===== config.mk =====
export PLATFORM = sky130hd
export DESIGN_NAME = pfre_ram
export DESIGN_NICKNAME = d
export VERILOG_FILES = /design/src/sv/page_frame_replacement_engine_assert.svh /design/src/sv/pfre_ram.sv
export SDC_FILE = /design/constraint.sdc
export NUM_CORES = 1
export LEC_CHECK = 0
export ABC_AREA = 1
export BUFFER_PORTS_ARGS = -buffer_cell sky130_fd_sc_hd__buf_2
export CORE_ASPECT_RATIO = 0.7
export CORE_MARGIN = 3
export CORE_UTILIZATION = 45
export CTS_CLUSTER_SIZE = 12
export DETAILED_ROUTE_END_ITERATION = 8
export MAX_ROUTING_LAYER = met4
export PLACE_DENSITY = 0.63
export SLEW_MARGIN = 10
export SYNTH_ARGS = -nofsm -noshare
export SYNTH_HDL_FRONTEND = slang
export SYNTH_SLANG_ARGS = --single-unit

===== constraint.sdc =====
create_clock -name clock -period 3.65 [get_ports clock]
set_clock_uncertainty 0.05 [all_clocks]
set_input_delay 0.5475 -clock clock [delete_from_list [all_inputs] [get_ports clock]]
set_output_delay 0.5475 -clock clock [all_outputs]
set_load 0.02 [all_outputs]

===== src/sv/page_frame_replacement_engine_assert.svh =====
// assertion macros for the page frame replacement engine
// clocked by clock, disabled while reset is high
`ifndef PAGE_FRAME_REPLACEMENT_ENGINE_ASSERT_SVH
`define PAGE_FRAME_REPLACEMENT_ENGINE_ASSERT_SVH

// same-cycle implication
`define PFRE_ASSERT_NOW(label, ante, cons, msg) \
   label: assert property (@(posedge clock) disable iff (reset) (ante) |-> (cons)) \
      else $error(msg);

// next-cycle implication
`define PFRE_ASSERT_NEXT(label, ante, cons, msg) \
   label: assert property (@(posedge clock) disable iff (reset) (ante) |=> (cons)) \
      else $error(msg);

`endif


===== src/sv/pfre_ram.sv =====
// simple dual port ram, one write and one registered read port
// no dependencies
`timescale 1ns / 1ps

module pfre_ram #(
   parameter int WIDTH = 8,
   parameter int DEPTH = 16
) (
   input  logic                     clock,
   input  logic                     wr_en,
   input  logic [$clog2(DEPTH)-1:0] wr_addr,
   input  logic [WIDTH-1:0]         wr_data,
   input  logic [$clog2(DEPTH)-1:0] rd_addr,
   output logic [WIDTH-1:0]         rd_data
);

   logic [WIDTH-1:0] mem [DEPTH];

   always_ff @(posedge clock) begin
      if (wr_en) begin
         mem[wr_addr] <= wr_data;
      end
      rd_data <= mem[rd_addr];
   end

endmodule


==> flow_metrics.py, run 1 <==
metrics = {
    "outcome": {
        "status": "finished clean",
    },
    "drt": {
        "firstDrtPassIters": 5,
        "via_count": 3831,
        "post_drt_wl_per_cell_um": 18.53,
        "drtIter0Drc": 503,
        "wl_um": 13770,
        "drc": 0,
        "ant_nets": 0,
        "vias_per_cell": 5.156,
    },
    "power": {
        "p_per_area_nw_per_um2": 568.5,
        "ir_worst_vdd_uv": 387.5,
        "seq_power_share": 0.473,
        "swShare": 0.2178,
        "comb_power_share": 0.058,
        "p_int_mw": 2.909,
        "p_sw_mw": 0.8101,
        "total_leakage_power_nw": 2.814,
        "pwr-share-clk": 0.469,
    },
    "yosys": {
        "netlist.area_leader.share": 0.6665,
        "synth_seq_cells": 136,
        "synth_area_leaders": "edfxtp_1 (67%), nand2_1 (11%), nand3_1 (8.4%)",
        "synth_ff_type": "edfxtp_1",
        "syn_inst": 551,
        "ys_async_sr_fraction": 0,
        "syn_avg_cell_area_um2": 10.47,
        "synth-edff-count": 128,
        "synthTopCellsByCount": "nand2_1 (173), edfxtp_1 (128), inv_1 (100)",
        "synthesis.nets": 569,
        "synth_cell_types": 12,
        "synth_seq_area_share": 0.6943,
        "synth_area_um2": 5767,
        "yosysTopAreaCell": "edfxtp_1",
        "yosysMostFrequentCell": "nand2_1",
        "ys_warn_count": 0,
    },
    "placement": {
        "dp_cells": 711,
        "hpwl_um": 8475,
        "port_buffers": 25,
        "finalWeightedCongestion": 0.8319,
        "pre_cts_slack_ps": 1379,
    },
    "clock_network": {
        "clock_path_buffers": 2,
        "clk_pin_slew_ps": 60,
        "post_cts_buffers": 0,
        "cts_num_sinks": 136,
        "cts_resized": 0,
        "postCtsHoldBufs": 0,
        "clockRootBuffer": "clkbuf_16",
        "htreeDepth": 4,
        "cts_buffers": 17,
        "worst_skew_pair.late_latency_ps": 410,
        "tritoncts": "done",
    },
    "layout": {
        "layout.nets": 591,
        "nFillCells": 1084,
        "area_growth_pct": 13.45,
        "final_cells": 743,
        "regArea_um2": 4004,
        "multiInputGateArea_um2": 1214,
        "diodes": 0,
        "post_route_cells_drive_above_1_share": 0.1007,
    },
    "timing": {
        "clock.fmax_mhz": 528.5,
        "fin_setup_tns_ps": 0,
        "setup_violations": 0,
        "relSlewSlack": 0.3400,
        "finalHoldViolCount": 0,
        "rsz0062_at_grt": "no",
        "finalCriticalPeriod_ps": 1892,
        "fin_crit_sh": 0.5184,
        "slew_viol_final": 0,
        "layout_setup_ws_ps": 1758,
        "tightest_slew_ps": 986.4,
        "whs_ps": 468.0,
    },
    "floorplanning": {
        "start_util": 0.4767,
        "die_w_um": 141.3,
        "ioPinCount": 26,
        "core_um2": 12100,
        "dieHeight_um": 100.7,
        "floorplan.rows": 33,
        "die_area_um2": 14230,
    },
    "run": {
        "maxCapViolCount": 0,
    },
    "setup_path": {
        "cp_max_fo": 33,
        "criticalPathCategory": "in2reg",
        "cp_data_required_time_ps": 3900,
        "cp.arrival_ps": 2140,
        "cp-end-kind": "register",
        "cp-start-kind": "primary input",
    },
    "grt": {
        "gr-total-overflow": 0,
        "grt_max_degree": 65,
        "grt_pass1_vias": 3796,
        "grt_antenna_before_repair": 0,
        "track_usage": 0.2157,
        "grt_pass1_wl_um": 21940,
    },
    "worst_hold_path": {
        "hp-class": "in2reg",
    },
}
==> layer usage <==
metal  share of wire  up-vias  global-route usage
li1                -     1820                   -
met1            0.49     1843              0.3292
met2            0.42      155              0.2898
met3           0.076       13             0.05263
met4          0.0089        0             0.05212
met5               0        -                   -
==> worst max-delay path, cell delays in order <==
cell and delay, ps:
buf_2 540, inv_2 460, nand3_1 200, nand3_1 150, nand3_1 150, nand2_1 70
==> state kept, by name (all words and copies together) (netlist names) <==
register	count
rd_data	8
mem	128
==> power by group through the flow <==
stage,logic (mW),clock network [mW],registers [mW]
after floorplan,0.123,0,1.80
after global placement,0.211,0,1.79
after detailed placement,0.215,0,1.79
after CTS,0.217,1.76,1.76
after global routing,0.243,1.85,1.76
final,0.218,1.74,1.76
==> placed cells by master (no fill, tap or decap) <==
master / n
inv_1: 100
clkbuf_1: 1
clkinv_1: 1
inv_2: 2
buf_2: 25
inv_6: 1
nand3b_1: 2
nand2_1: 173
clkbuf_16: 17
clkinv_2: 3
nand3_1: 97
clkinvlp_4: 3
nor2_1: 17
clkbuf_8: 2
buf_4: 2
bufinv_16: 3
edfxtp_1: 128
clkinv_4: 1
dfxtp_1: 8
==> final cells by class <==
class	instances	area share
flip-flops and latches	136	0.6120
multi-input cells	289	0.1855
clock buffers	20	0.06980
inverters	102	0.05852
well taps	157	0.03002
clock inverters	12	0.02276
repair buffers	27	0.02142
==> metrics by stage <==
| step | cell area (µm²) | total power, mW | util |
|---|---|---|---|
| 2_1_floorplan | 5767 | 1.923 | - |
| 3_3_place_gp | 5937 | 2.001 | 0.4907 |
| 3_5_place_dp | 5937 | 2.006 | 0.4907 |
| 4_1_cts | 6543 | 3.732 | 0.5408 |
| 5_1_grt | 6543 | 3.849 | 0.5408 |
| 6_report | 6543 | 3.719 | 0.5408 |
==> logic make-up (layout without fill, tap and decap cells) <==
group         after synthesis  in the layout  synth area share
buf+inv                   126            161           0.09525
flops                     136            136            0.6943
simple gates              289            289            0.2105
==> worst paths after layout <==
kind	from	to	slack [ps]	cells past startpoint
worst min register to register	mem[10][7]	rd_data[7]	630	6
worst max-delay path	rd_addr[1]	rd_data[3]	1760	6
worst min-delay path	rd_addr[3]	rd_data[1]	470	3
worst max register to register	mem[2][6]	rd_data[6]	2540	6
Note: power is estimated with default switching activity, not from simulation.
==> run 2: changes to the inputs <==
--- a/config.mk
+++ b/config.mk
@@ -13,7 +13,7 @@
 export CTS_CLUSTER_SIZE = 12
 export DETAILED_ROUTE_END_ITERATION = 8
 export MAX_ROUTING_LAYER = met4
-export PLACE_DENSITY = 0.63
+export PLACE_DENSITY = 0.66
 export SLEW_MARGIN = 10
 export SYNTH_ARGS = -nofsm -noshare
 export SYNTH_HDL_FRONTEND = slang
==> constraint.sdc (replaced) <==
create_clock -name clock -period 1.6 [get_ports clock]
set_clock_uncertainty 0.05 [all_clocks]
set_input_delay 0.24 -clock clock [delete_from_list [all_inputs] [get_ports clock]]
set_output_delay 0.24 -clock clock [all_outputs]
set_load 0.02 [all_outputs]
==> run 2 against run 1 <==
Net effect: core utilization grew 1.5 points; largest power group unchanged; register-to-register slack lost 2000 ps; final cell count grew 2.7%; die area is the same; global-route usage shrank 0.88 points; clock-buffer cell count shrank 1; critical path type is now reg2out; wire length shrank 4.1%; worst setup slack lost 1400 ps.
==> flow_metrics.py, run 2 (same netlist as run 1, synthesis figures left out) <==
metrics = {
    "drt": {
        "vias_per_cell": 4.993,
        "drtIter0Drc": 607,
        "via_count": 3810,
        "post_drt_wl_per_cell_um": 17.31,
        "wl_um": 13210,
        "firstDrtPassIters": 5,
        "drc": 0,
        "ant_nets": 0,
    },
    "outcome": {
        "status": "finished clean",
    },
    "setup_path": {
        "path_buf_inv": 1,
        "cp_max_fo": 1,
        "path_cells": "buf_2",
        "cp.arrival_ps": 940,
        "cp_data_required_time_ps": 1310,
        "path_delay_family": "flip-flops",
        "criticalPathCategory": "reg2out",
        "cp_slowest_cell": "dfxtp_1",
        "cp-start-kind": "register",
        "cp-end-kind": "primary output",
        "critPathMaxStageDelay_ps": 350,
    },
    "grt": {
        "grt_antenna_before_repair": 0,
        "grt_pass1_wl_um": 21140,
        "track_usage": 0.2070,
        "grt_pass1_vias": 3763,
        "gr-total-overflow": 0,
        "grt_max_degree": 65,
    },
    "timing": {
        "tightest_slew_ps": 401.1,
        "relSlewSlack": 0.7326,
        "finalCriticalPeriod_ps": 1233,
        "rsz0062_at_grt": "no",
        "finalHoldViolCount": 0,
        "clock.fmax_mhz": 811.2,
        "fin_setup_tns_ps": 0,
        "slew_viol_final": 0,
        "setup_violations": 0,
        "layout_setup_ws_ps": 367.2,
        "fin_crit_sh": 0.7705,
    },
    "clock_network": {
        "cts_buffers": 17,
        "clk_pin_slew_ps": 50,
        "post_cts_buffers": 0,
        "clock_path_buffers": 2,
        "worst_skew_pair.late_latency_ps": 410,
        "cts_resized": 0,
        "cts_num_sinks": 136,
        "clockRootBuffer": "clkbuf_16",
        "htreeDepth": 4,
        "postCtsHoldBufs": 0,
        "tritoncts": "done",
    },
    "worst_hold_path": {
        "hp-class": "in2reg",
    },
    "placement": {
        "placed_cell_area_um2": 6157,
        "port_buffers": 25,
        "dp_cells": 732,
        "pre_cts_slack_ps": 234.8,
        "finalWeightedCongestion": 0.8724,
        "hpwl_um": 8229,
    },
    "run": {
        "maxCapViolCount": 0,
    },
    "layout": {
        "layout.nets": 612,
        "multiInputGateArea_um2": 1214,
        "diodes": 0,
        "regArea_um2": 4004,
        "nFillCells": 1027,
        "finalInstanceArea_um2": 6724,
        "area_growth_pct": 16.60,
        "top_regs": "mem: 128 flops, rd_data: 8 flops",
        "final_common_cell": "nand2_1",
        "largest_register_ffs": 128,
        "post_route_cells_drive_above_1_share": 0.1221,
        "largest_register": "mem",
        "final_cells": 763,
        "final_cell_mix": "nand2_1 (173), edfxtp_1 (128), inv_1 (100), nand3_1 (97), buf_2 (25)",
        "fin_util": 0.5558,
    },
    "power": {
        "p_per_area_nw_per_um2": 1235,
        "ir_worst_vdd_uv": 769.7,
        "total_leakage_power_nw": 2.928,
    },
    "floorplanning": {
        "core_um2": 12100,
        "start_util": 0.4767,
        "dieHeight_um": 100.7,
        "die_area_um2": 14230,
        "floorplan.rows": 33,
        "die_w_um": 141.3,
        "ioPinCount": 26,
    },
}
run 2: changes by cell type in the layout (fill, tap and decap cells not counted), sizes merged:
cell,previous run,this run
clkinv,5,7
buf,27,48
inv,103,102
clkbuf,20,19
clkinvlp,3,2
run 2: final cells by class:
type / count / share of cell area
Clock buffer: 19 / 0.06438
Clock inverter: 12 / 0.01991
Inverter: 102 / 0.05694
Multi-Input combinational cell: 289 / 0.1805
Sequential cell: 136 / 0.5955
Tap cell: 157 / 0.02921
Timing Repair Buffer: 48 / 0.05359
run 2: worst reg2reg max path: stages (launching register included):
cell and delay, ps:
edfxtp_1 360, inv_1 70, nand2_1 40, nand3_1 90, nand3_1 90, nand3_1 130
nand2_1 90
run 2: where the power goes:
part / switching, mW / leakage [nW] / total, mW / internal [mW]
combinational: 0.366 / 1.43 / 0.525 / 0.159
sequential: 0.0246 / 1.22 / 4.01 / 3.98
clock: 1.37 / 0.270 / 3.77 / 2.40
run 2: path summary, 6_finish.rpt:
| check | startpoint | to | slack (ps) | cells past startpoint |
|---|---|---|---|---|
| worst max-delay path | rd_data[5] | rd_data[5] | 370 | 1 |
| worst min-delay path | rd_addr[3] | rd_data[6] | 160 | 3 |
| worst max register to register | mem[11][4] | rd_data[4] | 560 | 6 |
| worst min register to register | mem[3][6] | rd_data[6] | 610 | 6 |
run 2: metal layers:
metal	wire [µm]	vias up	part of all wire	global-route usage
met2	5321	158	0.40	0.2730
met3	1102	23	0.083	0.05026
met4	227	0	0.017	0.06776
li1	-	1857	-	-
met5	0	-	0	-
met1	6554	1772	0.50	0.3126
run 2: metrics by stage:
step	hold slack [ps]	power, mW
floorplan	288.9	4.386
global placement	569.7	4.595
detailed placement	573.2	4.606
CTS	137.1	8.354
global route	164.4	8.592
finish	158.0	8.307
